**src/hdl/ttyld_pkg.sv**
```systemverilog
package ttyld_pkg;

   localparam logic [7:0] CH_BS = 8'h08;
   localparam logic [7:0] CH_NL = 8'h0a;
   localparam logic [7:0] CH_CR = 8'h0d;
   localparam logic [7:0] CH_SP = 8'h20;

   localparam int CSR_IDX_W = 4;

   localparam logic [CSR_IDX_W-1:0] REG_CANONICAL_MODE = 4'd0;
   localparam logic [CSR_IDX_W-1:0] REG_ECHO_ENABLE    = 4'd1;
   localparam logic [CSR_IDX_W-1:0] REG_IGNORE_CR      = 4'd2;
   localparam logic [CSR_IDX_W-1:0] REG_MAP_CR_TO_NL   = 4'd3;
   localparam logic [CSR_IDX_W-1:0] REG_MAP_NL_TO_CR   = 4'd4;
   localparam logic [CSR_IDX_W-1:0] REG_ERASE_CHAR     = 4'd5;
   localparam logic [CSR_IDX_W-1:0] REG_MIN_CHARS      = 4'd6;
   localparam logic [CSR_IDX_W-1:0] REG_READ_LIMIT     = 4'd7;

   localparam logic [1:0] OP_ERASE    = 2'd0;
   localparam logic [1:0] OP_LINE_END = 2'd1;
   localparam logic [1:0] OP_STORE    = 2'd2;

   localparam int QUEUE_DEPTH = 2;

   typedef struct packed {
      logic       canonical_mode;
      logic       echo_enable;
      logic       ignore_cr;
      logic       map_cr_to_nl;
      logic       map_nl_to_cr;
      logic [7:0] erase_char;
      logic [7:0] min_chars;
      logic [5:0] read_limit;
   } cfg_type;

   typedef struct packed {
      logic [1:0] op;
      logic [7:0] data;
   } cmd_type;

endpackage

```
**src/hdl/ttyld_if.sv**
```systemverilog
interface ttyld_req_if;
   logic       valid;
   logic       ready;
   logic [7:0] rx_byte;

   modport source (output valid, output rx_byte, input ready);
   modport sink (input valid, input rx_byte, output ready);
endinterface

interface ttyld_rsp_if;
   logic       valid;
   logic       ready;
   logic       kind;
   logic [7:0] out_byte;
   logic [4:0] position;
   logic       last;

   modport source (output valid, output kind, output out_byte, output position,
                   output last, input ready);
   modport sink (input valid, input kind, input out_byte, input position,
                 input last, output ready);
endinterface

interface ttyld_csr_if;
   import ttyld_pkg::*;
   logic                 valid;
   logic                 ready;
   logic [CSR_IDX_W-1:0] reg_index;
   logic [7:0]           wr_data;

   modport source (output valid, output reg_index, output wr_data, input ready);
   modport sink (input valid, input reg_index, input wr_data, output ready);
endinterface

```
**src/hdl/tty_line_discipline_input.sv**
```systemverilog
// Channel   Dir  Signals                                  Transfer
// req_chan  in   valid ready rx_byte                      one received byte
// rsp_chan  out  valid ready kind out_byte position last  one echo or line byte
// csr_chan  in   valid ready reg_index wr_data            one register write
//
// A byte enters a two-entry queue in the cycle it arrives and is dropped there if it is an
// ignored carriage return; the sequencer behind the queue takes it in its idle state, sends
// each echo byte in the echo state, and on completion starts the store read in the load state
// before sending each delivered byte in the deliver state.
// Reset is synchronous and leaves the store contents undefined; the fill count starts at zero.
// A stalled result holds only the sequencer, while the queue takes input until it is full.
module tty_line_discipline_input #(
   parameter int LINE_DEPTH = 32
) (
   input  logic         clock,
   input  logic         reset,
   ttyld_req_if.sink    req_chan,
   ttyld_rsp_if.source  rsp_chan,
   ttyld_csr_if.sink    csr_chan
);
   import ttyld_pkg::*;

   cfg_type cfg;
   cmd_type push_cmd;
   cmd_type head;
   logic    push;
   logic    full;
   logic    pop;
   logic    empty;

   ttyld_csr u_csr (
      .clock    (clock),
      .reset    (reset),
      .csr_chan (csr_chan),
      .cfg      (cfg)
   );

   ttyld_front u_front (
      .cfg      (cfg),
      .req_chan (req_chan),
      .q_full   (full),
      .q_push   (push),
      .q_cmd    (push_cmd)
   );

   ttyld_queue u_queue (
      .clock    (clock),
      .reset    (reset),
      .push     (push),
      .push_cmd (push_cmd),
      .full     (full),
      .pop      (pop),
      .head     (head),
      .empty    (empty)
   );

   ttyld_back #(
      .LINE_DEPTH (LINE_DEPTH)
   ) u_back (
      .clock    (clock),
      .reset    (reset),
      .cfg      (cfg),
      .q_head   (head),
      .q_empty  (empty),
      .q_pop    (pop),
      .rsp_chan (rsp_chan)
   );

endmodule

```
**src/hdl/ttyld_csr.sv**
```systemverilog
module ttyld_csr (
   input  logic                clock,
   input  logic                reset,
   ttyld_csr_if.sink           csr_chan,
   output ttyld_pkg::cfg_type  cfg
);
   import ttyld_pkg::*;

   cfg_type cfg_ff;
   cfg_type cfg_in;

   assign csr_chan.ready = 1'b1;
   assign cfg = cfg_ff;

   always_comb begin
      cfg_in = cfg_ff;
      if (csr_chan.valid) begin
         unique case (csr_chan.reg_index)
            REG_CANONICAL_MODE: cfg_in.canonical_mode = csr_chan.wr_data[0];
            REG_ECHO_ENABLE:    cfg_in.echo_enable = csr_chan.wr_data[0];
            REG_IGNORE_CR:      cfg_in.ignore_cr = csr_chan.wr_data[0];
            REG_MAP_CR_TO_NL:   cfg_in.map_cr_to_nl = csr_chan.wr_data[0];
            REG_MAP_NL_TO_CR:   cfg_in.map_nl_to_cr = csr_chan.wr_data[0];
            REG_ERASE_CHAR:     cfg_in.erase_char = csr_chan.wr_data;
            REG_MIN_CHARS:      cfg_in.min_chars = csr_chan.wr_data;
            REG_READ_LIMIT:     cfg_in.read_limit = csr_chan.wr_data[5:0];
            default:            cfg_in = cfg_ff;
         endcase
      end
   end

   always_ff @(posedge clock) begin
      if (reset) begin
         cfg_ff.canonical_mode <= 1'b1;
         cfg_ff.echo_enable    <= 1'b1;
         cfg_ff.ignore_cr      <= 1'b0;
         cfg_ff.map_cr_to_nl   <= 1'b1;
         cfg_ff.map_nl_to_cr   <= 1'b0;
         cfg_ff.erase_char     <= 8'd127;
         cfg_ff.min_chars      <= 8'd1;
         cfg_ff.read_limit     <= 6'd32;
      end else begin
         cfg_ff <= cfg_in;
      end
   end

endmodule

```
**src/hdl/ttyld_front.sv**
```systemverilog
module ttyld_front (
   input  ttyld_pkg::cfg_type  cfg,
   ttyld_req_if.sink           req_chan,
   input  logic                q_full,
   output logic                q_push,
   output ttyld_pkg::cmd_type  q_cmd
);
   import ttyld_pkg::*;

   logic [7:0] mapped;
   logic       drop;

   assign req_chan.ready = !q_full;

   always_comb begin
      drop = cfg.ignore_cr && (req_chan.rx_byte == CH_CR);
      if (cfg.map_cr_to_nl && (req_chan.rx_byte == CH_CR)) begin
         mapped = CH_NL;
      end else if (cfg.map_nl_to_cr && (req_chan.rx_byte == CH_NL)) begin
         mapped = CH_CR;
      end else begin
         mapped = req_chan.rx_byte;
      end

      q_cmd.data = mapped;
      if (!cfg.canonical_mode) begin
         q_cmd.op = OP_STORE;
      end else if ((mapped == CH_BS) || (mapped == cfg.erase_char)) begin
         q_cmd.op = OP_ERASE;
      end else if ((mapped == CH_NL) || (mapped == CH_CR)) begin
         q_cmd.op = OP_LINE_END;
      end else begin
         q_cmd.op = OP_STORE;
      end

      q_push = req_chan.valid && !q_full && !drop;
   end

endmodule

```
**src/hdl/ttyld_queue.sv**
```systemverilog
module ttyld_queue (
   input  logic                clock,
   input  logic                reset,
   input  logic                push,
   input  ttyld_pkg::cmd_type  push_cmd,
   output logic                full,
   input  logic                pop,
   output ttyld_pkg::cmd_type  head,
   output logic                empty
);
   import ttyld_pkg::*;

   localparam int PW = (QUEUE_DEPTH > 1) ? $clog2(QUEUE_DEPTH) : 1;
   localparam int CW = $clog2(QUEUE_DEPTH + 1);

   cmd_type         slot_ff [QUEUE_DEPTH];
   logic [PW-1:0]   wr_ptr_ff, wr_ptr_in;
   logic [PW-1:0]   rd_ptr_ff, rd_ptr_in;
   logic [CW-1:0]   count_ff, count_in;

   assign full  = (count_ff == CW'(QUEUE_DEPTH));
   assign empty = (count_ff == '0);
   assign head  = slot_ff[rd_ptr_ff];

   always_comb begin
      wr_ptr_in = wr_ptr_ff;
      rd_ptr_in = rd_ptr_ff;
      count_in  = count_ff;
      if (push) begin
         wr_ptr_in = (wr_ptr_ff == PW'(QUEUE_DEPTH - 1)) ? '0 : wr_ptr_ff + PW'(1);
      end
      if (pop) begin
         rd_ptr_in = (rd_ptr_ff == PW'(QUEUE_DEPTH - 1)) ? '0 : rd_ptr_ff + PW'(1);
      end
      if (push && !pop) begin
         count_in = count_ff + CW'(1);
      end else if (pop && !push) begin
         count_in = count_ff - CW'(1);
      end
   end

   always_ff @(posedge clock) begin
      if (reset) begin
         wr_ptr_ff <= '0;
         rd_ptr_ff <= '0;
         count_ff  <= '0;
      end else begin
         wr_ptr_ff <= wr_ptr_in;
         rd_ptr_ff <= rd_ptr_in;
         count_ff  <= count_in;
      end
   end

   always_ff @(posedge clock) begin
      if (push) begin
         slot_ff[wr_ptr_ff] <= push_cmd;
      end
   end

endmodule

```
**src/hdl/ttyld_back.sv**
```systemverilog
module ttyld_back #(
   parameter int LINE_DEPTH = 32
) (
   input  logic                clock,
   input  logic                reset,
   input  ttyld_pkg::cfg_type  cfg,
   input  ttyld_pkg::cmd_type  q_head,
   input  logic                q_empty,
   output logic                q_pop,
   ttyld_rsp_if.source         rsp_chan
);
   import ttyld_pkg::*;

   localparam int AW = $clog2(LINE_DEPTH);
   localparam int FW = $clog2(LINE_DEPTH + 1);

   localparam logic [1:0] ST_IDLE = 2'd0;
   localparam logic [1:0] ST_ECHO = 2'd1;
   localparam logic [1:0] ST_LOAD = 2'd2;
   localparam logic [1:0] ST_DLVR = 2'd3;

   logic [7:0]    line_mem [LINE_DEPTH];
   logic [7:0]    rdata_ff;

   logic [1:0]    state_ff, state_in;
   logic [FW-1:0] fill_ff, fill_in;
   logic [FW-1:0] dlv_cnt_ff, dlv_cnt_in;
   logic [AW-1:0] idx_ff, idx_in;
   logic [1:0]    echo_left_ff, echo_left_in;
   logic [7:0]    echo_byte_ff, echo_byte_in;
   logic          erase_ff, erase_in;
   logic          done_ff, done_in;

   logic          rsp_valid_ff, rsp_valid_in;
   logic          rsp_kind_ff, rsp_kind_in;
   logic [7:0]    rsp_byte_ff, rsp_byte_in;
   logic [4:0]    rsp_pos_ff, rsp_pos_in;
   logic          rsp_last_ff, rsp_last_in;

   logic          emit_ok;
   logic          room;
   logic          mem_we;
   logic [7:0]    mem_wdata;
   logic [FW-1:0] fill_next;
   logic [7:0]    fill8;
   logic [7:0]    lim8;
   logic [7:0]    need8;
   logic          dlv_end;

   assign rsp_chan.valid    = rsp_valid_ff;
   assign rsp_chan.kind     = rsp_kind_ff;
   assign rsp_chan.out_byte = rsp_byte_ff;
   assign rsp_chan.position = rsp_pos_ff;
   assign rsp_chan.last     = rsp_last_ff;

   assign emit_ok = !rsp_valid_ff || rsp_chan.ready;
   assign room    = (fill_ff < FW'(LINE_DEPTH));
   assign q_pop   = (state_ff == ST_IDLE) && !q_empty;
   assign dlv_end = (FW'(idx_ff) == (dlv_cnt_ff - FW'(1)));

   always_comb begin
      lim8 = {2'b00, cfg.read_limit};
      if (lim8 == 8'd0) begin
         lim8 = 8'd1;
      end else if (lim8 > 8'(LINE_DEPTH)) begin
         lim8 = 8'(LINE_DEPTH);
      end
      need8 = (cfg.min_chars == 8'd0) ? 8'd1 : cfg.min_chars;
      fill_next = room ? fill_ff + FW'(1) : fill_ff;
      fill8 = 8'(fill_next);
   end

   always_comb begin
      state_in     = state_ff;
      fill_in      = fill_ff;
      dlv_cnt_in   = dlv_cnt_ff;
      idx_in       = idx_ff;
      echo_left_in = echo_left_ff;
      echo_byte_in = echo_byte_ff;
      erase_in     = erase_ff;
      done_in      = done_ff;
      mem_we       = 1'b0;
      mem_wdata    = q_head.data;
      rsp_valid_in = rsp_valid_ff && !rsp_chan.ready;
      rsp_kind_in  = rsp_kind_ff;
      rsp_byte_in  = rsp_byte_ff;
      rsp_pos_in   = rsp_pos_ff;
      rsp_last_in  = rsp_last_ff;

      unique case (state_ff)
         ST_IDLE: begin
            if (!q_empty) begin
               done_in      = 1'b0;
               erase_in     = 1'b0;
               echo_left_in = 2'd0;
               echo_byte_in = q_head.data;
               case (q_head.op)
                  OP_ERASE: begin
                     if (fill_ff != '0) begin
                        fill_in      = fill_ff - FW'(1);
                        erase_in     = 1'b1;
                        echo_byte_in = CH_BS;
                        echo_left_in = cfg.echo_enable ? 2'd3 : 2'd0;
                     end
                  end
                  OP_LINE_END: begin
                     mem_we       = room;
                     mem_wdata    = CH_NL;
                     fill_in      = fill_next;
                     echo_byte_in = CH_NL;
                     echo_left_in = cfg.echo_enable ? 2'd1 : 2'd0;
                     done_in      = 1'b1;
                  end
                  OP_STORE: begin
                     mem_we       = room;
                     fill_in      = fill_next;
                     echo_left_in = cfg.echo_enable ? 2'd1 : 2'd0;
                     done_in      = cfg.canonical_mode ? (fill8 >= lim8)
                                  : ((fill8 >= need8) || (fill8 >= lim8));
                  end
                  default: begin
                     done_in = 1'b0;
                  end
               endcase
               if (done_in) begin
                  dlv_cnt_in = fill_in;
                  fill_in    = '0;
                  idx_in     = '0;
               end
               if (echo_left_in != 2'd0) begin
                  state_in = ST_ECHO;
               end else if (done_in) begin
                  state_in = ST_LOAD;
               end
            end
         end
         ST_ECHO: begin
            if (emit_ok) begin
               rsp_valid_in = 1'b1;
               rsp_kind_in  = 1'b0;
               rsp_byte_in  = (erase_ff && (echo_left_ff == 2'd2)) ? CH_SP : echo_byte_ff;
               rsp_pos_in   = 5'd0;
               rsp_last_in  = (echo_left_ff == 2'd1) && !done_ff;
               echo_left_in = echo_left_ff - 2'd1;
               if (echo_left_ff == 2'd1) begin
                  state_in = done_ff ? ST_LOAD : ST_IDLE;
               end
            end
         end
         ST_LOAD: begin
            state_in = ST_DLVR;
         end
         ST_DLVR: begin
            if (emit_ok) begin
               rsp_valid_in = 1'b1;
               rsp_kind_in  = 1'b1;
               rsp_byte_in  = rdata_ff;
               rsp_pos_in   = 5'(idx_ff);
               rsp_last_in  = dlv_end;
               if (dlv_end) begin
                  idx_in   = '0;
                  state_in = ST_IDLE;
               end else begin
                  idx_in = idx_ff + AW'(1);
               end
            end
         end
         default: begin
            state_in = ST_IDLE;
         end
      endcase
   end

   always_ff @(posedge clock) begin
      if (reset) begin
         state_ff     <= ST_IDLE;
         fill_ff      <= '0;
         idx_ff       <= '0;
         echo_left_ff <= 2'd0;
         done_ff      <= 1'b0;
         rsp_valid_ff <= 1'b0;
      end else begin
         state_ff     <= state_in;
         fill_ff      <= fill_in;
         idx_ff       <= idx_in;
         echo_left_ff <= echo_left_in;
         done_ff      <= done_in;
         rsp_valid_ff <= rsp_valid_in;
      end
   end

   always_ff @(posedge clock) begin
      dlv_cnt_ff   <= dlv_cnt_in;
      echo_byte_ff <= echo_byte_in;
      erase_ff     <= erase_in;
      rsp_kind_ff  <= rsp_kind_in;
      rsp_byte_ff  <= rsp_byte_in;
      rsp_pos_ff   <= rsp_pos_in;
      rsp_last_ff  <= rsp_last_in;
   end

   always_ff @(posedge clock) begin
      if (mem_we) begin
         line_mem[fill_ff[AW-1:0]] <= mem_wdata;
      end
      rdata_ff <= line_mem[idx_in];
   end

   a_fill_bounded: assert property (@(posedge clock) disable iff (reset)
      fill_ff <= FW'(LINE_DEPTH))
      else $error("line fill count exceeds the store depth");

   a_dlvr_in_range: assert property (@(posedge clock) disable iff (reset)
      (state_ff == ST_DLVR) |-> (FW'(idx_ff) < dlv_cnt_ff))
      else $error("delivery index runs past the collected bytes");

   a_load_then_dlvr: assert property (@(posedge clock) disable iff (reset)
      (state_ff == ST_LOAD) |=> (state_ff == ST_DLVR))
      else $error("store read setup not followed by delivery");

   a_echo_pending: assert property (@(posedge clock) disable iff (reset)
      (state_ff == ST_ECHO) |-> (echo_left_ff != 2'd0))
      else $error("echo state entered with no echo bytes pending");

endmodule

```
**src/flat_wrapper.sv**
```systemverilog
// flat-port wrapper written by rule: the top's interface ports become plain ports
module tty_line_discipline_input_flat import ttyld_pkg::*;
#(
   parameter int LINE_DEPTH = 32
)
  (clock, reset, req_chan_valid, req_chan_rx_byte, req_chan_ready, rsp_chan_valid, rsp_chan_kind, rsp_chan_out_byte, rsp_chan_position, rsp_chan_last, rsp_chan_ready, csr_chan_valid, csr_chan_reg_index, csr_chan_wr_data, csr_chan_ready);
  ttyld_req_if req_chan_i ();
  ttyld_rsp_if rsp_chan_i ();
  ttyld_csr_if csr_chan_i ();
  input  logic clock;
  input  logic reset;
  input wire logic [$bits(req_chan_i.valid)-1:0] req_chan_valid;
  input wire logic [$bits(req_chan_i.rx_byte)-1:0] req_chan_rx_byte;
  output wire logic [$bits(req_chan_i.ready)-1:0] req_chan_ready;
  output wire logic [$bits(rsp_chan_i.valid)-1:0] rsp_chan_valid;
  output wire logic [$bits(rsp_chan_i.kind)-1:0] rsp_chan_kind;
  output wire logic [$bits(rsp_chan_i.out_byte)-1:0] rsp_chan_out_byte;
  output wire logic [$bits(rsp_chan_i.position)-1:0] rsp_chan_position;
  output wire logic [$bits(rsp_chan_i.last)-1:0] rsp_chan_last;
  input wire logic [$bits(rsp_chan_i.ready)-1:0] rsp_chan_ready;
  input wire logic [$bits(csr_chan_i.valid)-1:0] csr_chan_valid;
  input wire logic [$bits(csr_chan_i.reg_index)-1:0] csr_chan_reg_index;
  input wire logic [$bits(csr_chan_i.wr_data)-1:0] csr_chan_wr_data;
  output wire logic [$bits(csr_chan_i.ready)-1:0] csr_chan_ready;
  assign req_chan_i.valid = req_chan_valid;
  assign req_chan_i.rx_byte = req_chan_rx_byte;
  assign req_chan_ready = req_chan_i.ready;
  assign rsp_chan_valid = rsp_chan_i.valid;
  assign rsp_chan_kind = rsp_chan_i.kind;
  assign rsp_chan_out_byte = rsp_chan_i.out_byte;
  assign rsp_chan_position = rsp_chan_i.position;
  assign rsp_chan_last = rsp_chan_i.last;
  assign rsp_chan_i.ready = rsp_chan_ready;
  assign csr_chan_i.valid = csr_chan_valid;
  assign csr_chan_i.reg_index = csr_chan_reg_index;
  assign csr_chan_i.wr_data = csr_chan_wr_data;
  assign csr_chan_ready = csr_chan_i.ready;
  tty_line_discipline_input #(.LINE_DEPTH(LINE_DEPTH)) u_core (.clock(clock), .reset(reset), .req_chan(req_chan_i), .rsp_chan(rsp_chan_i), .csr_chan(csr_chan_i));
endmodule
```
**config.mk**
```make
export PLATFORM = sky130hd
export DESIGN_NAME = tty_line_discipline_input_flat
export DESIGN_NICKNAME = d
export VERILOG_FILES = /design/src/hdl/ttyld_pkg.sv /design/src/hdl/ttyld_if.sv /design/src/hdl/tty_line_discipline_input.sv /design/src/hdl/ttyld_csr.sv /design/src/hdl/ttyld_front.sv /design/src/hdl/ttyld_queue.sv /design/src/hdl/ttyld_back.sv /design/src/flat_wrapper.sv
export SDC_FILE = /design/constraint.sdc
export NUM_CORES = 1
export LEC_CHECK = 0
export ABC_AREA = 1
export ABC_CLOCK_PERIOD_IN_PS = 5000
export BUFFER_PORTS_ARGS = -buffer_cell sky130_fd_sc_hd__buf_2
export CORE_ASPECT_RATIO = 1.1
export CORE_UTILIZATION = 40
export DETAILED_ROUTE_END_ITERATION = 6
export GPL_TIMING_DRIVEN = 0
export PLACE_DENSITY = 0.52
export SYNTH_ARGS = -nofsm -noshare
export SYNTH_HDL_FRONTEND = slang
export SYNTH_SLANG_ARGS = --single-unit
```
**constraint.sdc**
```tcl
create_clock -name clock -period 5 [get_ports clock]
set_clock_uncertainty 0.05 [all_clocks]
set_input_delay 0.25 -clock clock [delete_from_list [all_inputs] [get_ports clock]]
set_output_delay 0.25 -clock clock [all_outputs]
set_load 0.02 [all_outputs]
```
==> impl_metrics.json, run 1 <==
{
  "wl_um": 48000,
  "min-delay-start": "reset",
  "yosysTopAreaCell": "edfxtp_1",
  "diodes": 0,
  "cp_max_fo": 10,
  "drtAntennaViolNets": 0,
  "cts_num_sinks": 363,
  "avgSynthCellArea_um2": 9.58,
  "grt_pass1_wl_um": 72400,
  "worstPathRequired_ns": 5.44,
  "cts_htree_levels": 2,
  "worst_pin_slew_ns": 1.20,
  "synthTopCellsByArea": "edfxtp_1 55%, nand3_1 9.5%, nand2_1 9.3%",
  "synth-main-ff-cell": "edfxtp_1",
  "worstHoldPathCells": 2,
  "reg2reg_depth": 23,
  "first_pass_iters": 5,
  "synth_adder_area_share_pct": 2.15,
  "worstHoldEndpoint": "u_core.u_csr.cfg[24]",
  "die_h_um": 217,
  "max_freq_ghz": 0.223,
  "grt_max_degree": 33,
  "nets": 1912,
  "synth_cell_types": 44,
  "status": "finished clean",
  "relSlewSlack_pct": 20.0,
  "avgRoutedWirePerCell_um": 19.6,
  "finalSetupViolCount": 0,
  "syn2layout_area_growth_pct": 13.5,
  "track_usage_pct": 23.0,
  "synth_edf_count": 306,
  "via_count": 12300,
  "power_density_nw_per_um2": 604,
  "place.gp.congestion": 0.879,
  "rsz0062_at_grt": "false",
  "critPathKind": "register to register",
  "drc": 0,
  "finalSetupTns_ns": 0,
  "cts_setup_buffers": 0,
  "via_per_inst": 5.04,
  "yosysMostFrequentCell": "nand2_1",
  "timing.rr.start": "u_core.u_back.fill_ff[0]",
  "arrival_ns": 4.93,
  "drt_iter0_drc": 896,
  "final_layout_size_suffix_gt1_share_pct": 8.00,
  "fillers": 3997,
  "num_io_pins": 43,
  "endpoint_kind": "register",
  "gr-total-overflow": 0,
  "maxSlewViolCount": 0,
  "peakVddDrop_v": 0.000262,
  "die_w_um": 198,
  "synth_mux_area_share_pct": 0.119,
  "synth_simple_gate_area_share_pct": 23.7,
  "worst_r2r_endpoint": "u_core.u_back.rdata_ff[3]",
  "synth_compound_area_share_pct": 3.64,
  "yosysWarningCount": 0,
  "hpwl_um": 32900,
  "start_util_pct": 40.7,
  "synth_fp_nets": 1813,
  "critPathLaunchType": "register",
  "cts_buffers": 40,
  "clock_latency_ns": 0.57,
  "cts_buffer_depth": 3,
  "grt_pass1_vias": 12100,
  "antenna_found_initial": 1,
  "synth_top_cell_area_share_pct": 54.5,
  "p_leak_nw": 7.94,
  "path_clk_slew_ns": 0.06,
  "cts_tree": "built",
  "synth_cells": 1759,
  "async_reset_ff_share_pct": 0,
  "row_count": 78,
  "min_path_type": "primary input to register",
  "critPathLaunch": "u_core.u_back.fill_ff[0]",
  "dieArea_um2": 43000,
  "ys_ff_latch": 363,
  "holdWs_ns": 0.0795,
  "synth_xor_area_share_pct": 0.883,
  "synth_area_um2": 16900,
  "drv_cap": 0,
  "synth_top_family_by_area": "simple AND/OR/NAND/NOR gates",
  "core_area_um2": 41400,
  "cts-root-buf": "clkbuf_16",
  "seq_area_frac_synth_pct": 61.3,
  "reg2reg_slack_ns": 0.51,
  "min_period_ns": 4.49,
  "timing_hold_violations_final": 0,
  "post-route-util_pct": 46.2,
  "fin_crit_sh_pct": 89.9,
  "port_buffers": 39,
  "synth_common_cells": "416 x nand2_1, 319 x nand3_1, 306 x edfxtp_1"
}
what timing repair did:
item	in CTS	in global routing
setup endpoints to repair	0	8
gates resized for setup	0	2
endpoints found under the hold margin	31	0
hold buffers	17	0
flip-flops by register name (all words and copies together), names as in the netlist, 2 cells and up, named ones only:
signal and cells:
u_core.u_back.echo_left_ff 2, u_core.u_back.line_mem 256, u_core.u_queue.count_ff 2, u_core.u_back.rsp_chan.position 5
u_core.u_back.echo_byte_ff 8, u_core.u_back.rdata_ff 8, u_core.u_back.idx_ff 5, u_core.u_queue.slot_ff 20
u_core.u_back.rsp_chan.out_byte 8, u_core.u_back.state_ff 2, u_core.u_csr.cfg 27, u_core.u_back.fill_ff 6
u_core.u_back.dlv_cnt_ff 6
kinds of logic after synthesis:
| group | Yosys count |
|---|---|
| simple gates | 904 |
| flops | 363 |
| buf+inv | 337 |
| compound gates | 106 |
| fa+ha+maj | 29 |
| xor+xnor | 17 |
| mux | 2 |
| other cells | 1 |
worst max-delay path, stage by stage, from the launching register on:
cell	delay, ns
dfxtp_1	0.50
inv_1	0.18
ha_1	0.33
nand2_1	0.06
o21ai_0	0.20
ha_1	0.37
nand2_1	0.07
nand3_1	0.08
nand2_1	0.06
nand2_1	0.04
a21oi_1	0.16
nand2_1	0.10
nand2_1	0.08
nand2_1	0.09
nand3_1	0.21
nand2_1	0.16
a21oi_4	0.46
clkbuf_1	0.53
nand2_1	0.18
nand3_1	0.10
nand3_1	0.10
nand2_1	0.11
nand2_1	0.06
nand2_1	0.15
cell type report:
| cell class | instances | area, um^2 | area share [%] |
|---|---|---|---|
| sequential | 363 | 10300 | 54.0 |
| multi-input combinational | 1059 | 5150 | 26.9 |
| timing repair buffer | 58 | 400 | 2.09 |
| clock inverter | 19 | 105 | 0.549 |
| inverter | 249 | 935 | 4.88 |
| buffer | 87 | 447 | 2.33 |
| tap | 560 | 701 | 3.66 |
| clock buffer | 52 | 1070 | 5.58 |
report_power, final:
| group | switching [W] | internal, W | leakage [nW] | total [W] |
|---|---|---|---|---|
| sequential | 0.000103 | 0.00383 | 3.23 | 0.00393 |
| clock | 0.00120 | 0.00151 | 0.564 | 0.00271 |
| combinational | 0.00363 | 0.00129 | 4.15 | 0.00492 |
| total | 0.00493 | 0.00663 | 7.94 | 0.0116 |
metrics by stage:
step / power, W / setup WS (ns) / cell area (um^2) / std cells
2_1_floorplan: 0.00694 / 1.68 / 16900 / 1759
4_1_cts: 0.0116 / 0.351 / 19100 / 2446
6_report: 0.0116 / 0.506 / 19100 / 2447
3_3_place_gp: 0.00884 / 0.385 / 17800 / 2358
3_5_place_dp: 0.00886 / 0.373 / 17800 / 2358
5_1_grt: 0.0122 / 0.00555 / 19100 / 2447
worst max-delay path by stage:
stage	end	slack, ns
6_report	u_core.u_back.rdata_ff[3]	0.51
5_1_grt	u_core.u_back.rdata_ff[2]	0.006
4_1_cts	u_core.u_back.rdata_ff[0]	0.35
3_5_place_dp	u_core.u_back.rdata_ff[0]	0.37
3_3_place_gp	u_core.u_back.rdata_ff[0]	0.39
2_1_floorplan	u_core.u_back.rdata_ff[5]	1.68
layer usage:
layer	routed length, um	part of all wire, %	vias up	global-route usage (%)
met5	0	0	-	0
met4	1590	3.3	0	9.30
met3	2250	4.7	89	2.87
met2	23900	50	326	40.0
met1	20200	42	5858	29.0
li1	-	-	6052	-
cell usage in the layout (no fill, tap or decap), types with 40 or more instances in the layout:
master / count
nor2_1: 104
buf_2: 59
nand2_1: 414
nand3b_1: 40
clkbuf_1: 46
edfxtp_1: 306
o21ai_0: 48
dfxtp_1: 57
clkbuf_16: 41
inv_1: 240
nand3_1: 319
Power figures use the tool's default switching activity.
==> run 2, diff against run 1 <==
Settings changed: BUFFER_PORTS_ARGS -buffer_cell sky130_fd_sc_hd__buf_2 to unset, DONT_BUFFER_PORTS set to 1, PLACE_DENSITY 0.52 to 0.51, SYNTH_HIERARCHICAL set to 1.
==> run 2 against run 1 <==
- maximum frequency down 3.6%
- combinational power up 47%
- count of clock-buffer cells in the layout up 2
- critical path type unchanged
==> impl_metrics.json, run 2 <==
{
  "min_period_ns": 4.66,
  "cts_tree": "built",
  "num_io_pins": 43,
  "grt_pass1_wl_um": 72200,
  "critPathLaunchType": "register",
  "worst_slack_ns": 0.338,
  "synth-main-ff-cell": "edfxtp_1",
  "synth_compound_area_share_pct": 2.56,
  "syn2layout_area_growth_pct": 14.3,
  "final_common_cell": "nand2_1",
  "synth_edf_count": 306,
  "place.gp.congestion": 0.838,
  "cts-root-buf": "clkbuf_16",
  "drtAntennaViolNets": 0,
  "status": "finished clean",
  "hpwl_um": 32600,
  "grt_max_degree": 33,
  "nets": 1940,
  "yosysMostFrequentCell": "nand2_1",
  "antenna_found_initial": 0,
  "largest_reg_flops": 256,
  "avgRoutedWirePerCell_um": 19.1,
  "dieArea_um2": 44100,
  "synth_fp_nets": 1863,
  "port_buffers": 0,
  "peakVddDrop_v": 0.000379,
  "finalSetupTns_ns": 0,
  "drc": 0,
  "avgSynthCellArea_um2": 9.58,
  "min_path_type": "primary input to register",
  "maxSlewViolCount": 0,
  "cp_max_fo": 10,
  "clock_latency_ns": 0.56,
  "drv_cap": 0,
  "post-route-util_pct": 46.6,
  "start_util_pct": 40.7,
  "synth_common_cells": "443 x nand2_1, 323 x nand3_1, 306 x edfxtp_1",
  "synth_top_family_by_area": "simple AND/OR/NAND/NOR gates",
  "async_reset_ff_share_pct": 0,
  "via_per_inst": 5.02,
  "cts_num_sinks": 363,
  "gr-total-overflow": 0,
  "yosysWarningCount": 6,
  "max_freq_ghz": 0.215,
  "synth_xor_area_share_pct": 0.860,
  "critPathKind": "register to register",
  "p_leak_nw": 8.23,
  "layout_common_cells": "441 x nand2_1, 323 x nand3_1, 306 x edfxtp_1",
  "via_count": 12500,
  "cts_buffer_depth": 3,
  "synth_adder_area_share_pct": 2.17,
  "synth_cells": 1808,
  "final_layout_size_suffix_gt1_share_pct": 9.91,
  "yosysTopAreaCell": "edfxtp_1",
  "arrival_ns": 5.09,
  "endpoint_kind": "register",
  "rsz0062_at_grt": "true",
  "worst_pin_slew_ns": 1.37,
  "grt_pass1_vias": 12400,
  "placed_cell_area_um2": 18100,
  "synthTopCellsByArea": "edfxtp_1 53%, nand2_1 9.6%, nand3_1 9.3%",
  "diodes": 0,
  "path_clk_slew_ns": 0.06,
  "timing_hold_violations_final": 0,
  "track_usage_pct": 21.8,
  "seq_area_frac_synth_pct": 59.6,
  "synth_mux_area_share_pct": 0.650,
  "cts_buffers": 41,
  "cts_htree_levels": 2,
  "place_ws_ns": 0.270,
  "first_pass_iters": 5,
  "die_w_um": 200,
  "drt_iter0_drc": 975,
  "power_density_nw_per_um2": 720,
  "synth_cell_types": 49,
  "row_count": 79,
  "core_area_um2": 42500,
  "worstPathRequired_ns": 5.43,
  "synth_area_um2": 17300,
  "synth_top_cell_area_share_pct": 53.1,
  "fin_area_um2": 19800,
  "ys_ff_latch": 363,
  "wl_um": 47400,
  "synth_simple_gate_area_share_pct": 25.5,
  "fin_crit_sh_pct": 93.2,
  "finalSetupViolCount": 0,
  "die_h_um": 220,
  "relSlewSlack_pct": 8.49
}
## run 2: per-layer routing
metal	GRT usage [%]	vias to the layer above	wire length, um
met5	0	-	0
met4	8.04	0	1360
met3	3.52	74	2440
met2	38.8	338	23600
met1	26.8	5926	20100
li1	-	6126	-
## run 2: through the flow
stage,total power [W],std cells,hold slack (ns)
detailed placement,0.0112,2377,0.278
CTS,0.0142,2482,0.00295
floorplan,0.00849,1808,0.269
finish,0.0143,2484,0.0366
global placement,0.0111,2375,0.275
global route,0.0151,2484,0.0538
## run 2: logic make-up (layout without fill, tap and decap cells)
| kind of cell | after synthesis | count (layout) |
|---|---|---|
| flops | 363 | 363 |
| compound gates | 72 | 72 |
| mux | 10 | 10 |
| fa+ha+maj | 30 | 30 |
| simple gates | 968 | 968 |
| xor+xnor | 17 | 17 |
| other cells | 1 | 1 |
| buf+inv | 347 | 456 |
## run 2: timing repair
item / 4_1_cts / 5_1_grt
hold endpoints to repair: 55 / 0
buffers inserted: 0 / 1
endpoints found under the setup margin: 0 / 182
resized for setup: 0 / 7
hold buffers: 30 / 0
## run 2: path summary, 6_finish.rpt
path,from,endpoint,slack [ns],depth (start not counted)
hold / removal,csr_chan_valid,u_core/u_csr/cfg[23],0.04,3
setup / recovery,u_core/u_back/fill_ff[2],u_core/u_back/rdata_ff[5],0.34,26
setup reg to reg,u_core/u_back/fill_ff[2],u_core/u_back/rdata_ff[5],0.34,26
hold reg to reg,u_core/u_csr/cfg[12],u_core/u_csr/cfg[12],0.43,2
## run 2: power breakdown
| group | switching [W] | internal (W) |
|---|---|---|
| clock network | 0.00121 | 0.00181 |
| logic | 0.00521 | 0.00204 |
| registers | 0.000148 | 0.00383 |
## run 2: layout make-up
| type | count | area (um^2) |
|---|---|---|
| clock buffer | 54 | 1140 |
| timing repair buffer | 34 | 403 |
| clock inverter | 21 | 210 |
| fill | 4032 | 22700 |
| tap | 567 | 709 |
| sequential | 363 | 10300 |
| buffer | 90 | 529 |
| inverter | 257 | 965 |
| multi-input combinational | 1098 | 5510 |
## run 2: critical path, cell delays in order, from the launching register on
cell and delay, ns:
dfxtp_1 0.30, clkbuf_1 0.34, inv_1 0.21, nor3_1 0.30, nand3_1 0.11, nand2_1 0.13
inv_1 0.08, ha_1 0.30, nand2_1 0.07, nor2_1 0.11, nor2_1 0.04, nand2_1 0.06
nand2_1 0.05, nand2_1 0.05, nand2_1 0.06, nand2_1 0.10, nand2_1 0.06, nand2_1 0.10
nand3_1 0.24, nand3_1 0.17, a31oi_2 0.25, inv_2 0.24, clkbuf_1 0.51, nand3_1 0.24
nand2_1 0.17, nand2_1 0.07, nand2_1 0.15
==> run 3, diff against run 2 <==
Settings changed: CORE_UTILIZATION 40 to 69, PLACE_DENSITY 0.51 to 0.82.
==> run 3 against run 2 <==
- clock power is 11% lower
- core utilization up 31 points
- worst setup slack lost 0.076 ns
- via count up 4.8%
- power shrank 3.3%
- critical path depth did not move
- sequential power barely moved
- die area fell by 42%
==> impl_metrics.json, run 3 (synthesized netlist as in run 2, its figures left out) <==
{
  "status": "finished clean",
  "clock_latency_ns": 0.52,
  "antenna_found_initial": 0,
  "cts-root-buf": "clkbuf_16",
  "start_util_pct": 70.5,
  "reg2reg_slack_ns": 0.26,
  "cts_tree": "built",
  "peakVddDrop_v": 0.000428,
  "reg2reg_depth": 26,
  "worst_pin_slew_ns": 1.42,
  "min_period_ns": 4.74,
  "place.gp.congestion": 0.955,
  "fin_area_um2": 19100,
  "arrival_ns": 5.10,
  "dieArea_um2": 25700,
  "grt_pass1_vias": 12800,
  "critPathKind": "register to register",
  "first_pass_iters": 5,
  "fillers": 1523,
  "worstHoldEndpoint": "u_core/u_csr/cfg[26]",
  "worst_slack_ns": 0.263,
  "drv_cap": 0,
  "cp_max_fo": 10,
  "drt_iter0_drc": 1430,
  "drtAntennaViolNets": 0,
  "final_layout_size_suffix_gt1_share_pct": 9.19,
  "avgRoutedWirePerCell_um": 20.0,
  "timing_hold_violations_final": 0,
  "final_common_cell": "nand2_1",
  "path_clk_slew_ns": 0.06,
  "track_usage_pct": 34.7,
  "relSlewSlack_pct": 5.40,
  "rsz0062_at_grt": "false",
  "min_path_type": "primary input to register",
  "worstHoldPathCells": 4,
  "grt_pass1_wl_um": 67300,
  "cts_htree_levels": 2,
  "grt_max_degree": 33,
  "diodes": 0,
  "p_leak_nw": 8.08,
  "drc": 0,
  "dp.cells": 2118,
  "syn2layout_area_growth_pct": 10.3,
  "maxSlewViolCount": 0,
  "cts_buffer_depth": 3,
  "endpoint_kind": "register",
  "via_per_inst": 5.93,
  "die_w_um": 153,
  "power_density_nw_per_um2": 721,
  "holdWs_ns": 0.0200,
  "place_ws_ns": 0.521,
  "fin_crit_sh_pct": 94.7,
  "layout_common_cells": "441 x nand2_1, 323 x nand3_1, 306 x edfxtp_1",
  "via_count": 13100,
  "fin_cells": 2204,
  "max_freq_ghz": 0.211,
  "wl_um": 44000,
  "port_buffers": 0,
  "row_count": 60,
  "timing.rr.start": "u_core/u_back/fill_ff[2]",
  "critPathLaunchType": "register",
  "min-delay-start": "csr_chan_reg_index[1]",
  "num_io_pins": 43,
  "worst_r2r_endpoint": "u_core/u_back/rdata_ff[4]",
  "die_h_um": 168,
  "gr-total-overflow": 0,
  "finalSetupViolCount": 0,
  "largest_reg_flops": 256,
  "hpwl_um": 29300,
  "worstPathRequired_ns": 5.36,
  "finalSetupTns_ns": 0,
  "cts_num_sinks": 363,
  "nets": 1922,
  "placed_cell_area_um2": 17700,
  "core_area_um2": 24500,
  "cts_buffers": 37
}
==> run 3: worst max-delay path, cell delays in order, from the launching register on <==
cell	delay (ns)
dfxtp_1	0.32
clkbuf_1	0.34
inv_1	0.21
nor3_1	0.28
nand3_1	0.11
nand2_1	0.11
inv_1	0.08
ha_1	0.31
nand2_1	0.10
nor2_1	0.06
nor2_1	0.10
nand2_1	0.08
nand2_1	0.06
nand2_1	0.04
nand2_1	0.09
nand2_1	0.11
nand2_1	0.08
nand2_1	0.08
nand3_1	0.21
nand3_1	0.12
a22oi_2	0.45
clkbuf_1	0.47
nand3_1	0.21
nand3_1	0.15
nand2_1	0.21
nand2_1	0.13
nand2_1	0.06
==> run 3: layout make-up <==
cell class / count / area (um^2) / share of cell area [%]
timing repair buffer: 20 / 205 / 1.07
inverter: 257 / 965 / 5.05
clock inverter: 14 / 123 / 0.642
tap: 310 / 388 / 2.03
clock buffer: 52 / 1070 / 5.58
multi-input combinational: 1098 / 5500 / 28.8
sequential: 363 / 10300 / 54.1
buffer: 90 / 527 / 2.76
==> run 3: report_power, final <==
part / switching (W) / total, W / internal, W / leakage [nW]
Sequential: 0.000156 / 0.00400 / 0.00384 / 3.23
Combinational: 0.00507 / 0.00708 / 0.00201 / 4.27
Clock: 0.00111 / 0.00270 / 0.00159 / 0.586
Total: 0.00634 / 0.0138 / 0.00744 / 8.08
==> run 3: routing by layer <==
layer / routed length, um / share of wire, % / up-vias / GRT usage [%]
met5: 0 / 0 / - / 0
met4: 2790 / 6.3 / 0 / 19.4
met3: 4120 / 9.4 / 178 / 5.64
met2: 21600 / 49 / 758 / 61.0
met1: 15400 / 35 / 6052 / 40.8
li1: - / - / 6077 / -
==> run 3: worst max path at each step <==
stage / start / to / slack [ns] / cells past startpoint
6_report: u_core/u_back/fill_ff[2] / u_core/u_back/rdata_ff[4] / 0.26 / 26
5_1_grt: u_core/u_back/fill_ff[2] / u_core/u_back/rdata_ff[4] / 0.02 / 26
4_1_cts: u_core/u_back/fill_ff[2] / u_core/u_back/rdata_ff[0] / 0.46 / 27
3_5_place_dp: u_core/u_back/fill_ff[2] / u_core/u_back/rdata_ff[0] / 0.52 / 27
3_3_place_gp: u_core/u_back/state_ff[1] / u_core/u_back/line_mem[0][2] / 0.58 / 9
2_1_floorplan: u_core/u_back/fill_ff[2] / u_core/u_back/rdata_ff[1] / 1.75 / 29
==> run 3: timing repair <==
action                                 in CTS  in global routing
endpoints found under the hold margin      49                  0
buffers inserted                            0                  3
resized for setup                           0                  2
hold buffers                               17                  0
setup endpoints to repair                   0                  5
==> run 3: stage by stage <==
stage / total power [W] / util (%)
global route: 0.0144 / 77.8
CTS: 0.0135 / 77.7
floorplan: 0.00849 / -
detailed placement: 0.0108 / 72.1
finish: 0.0138 / 77.8
global placement: 0.0106 / 72.1
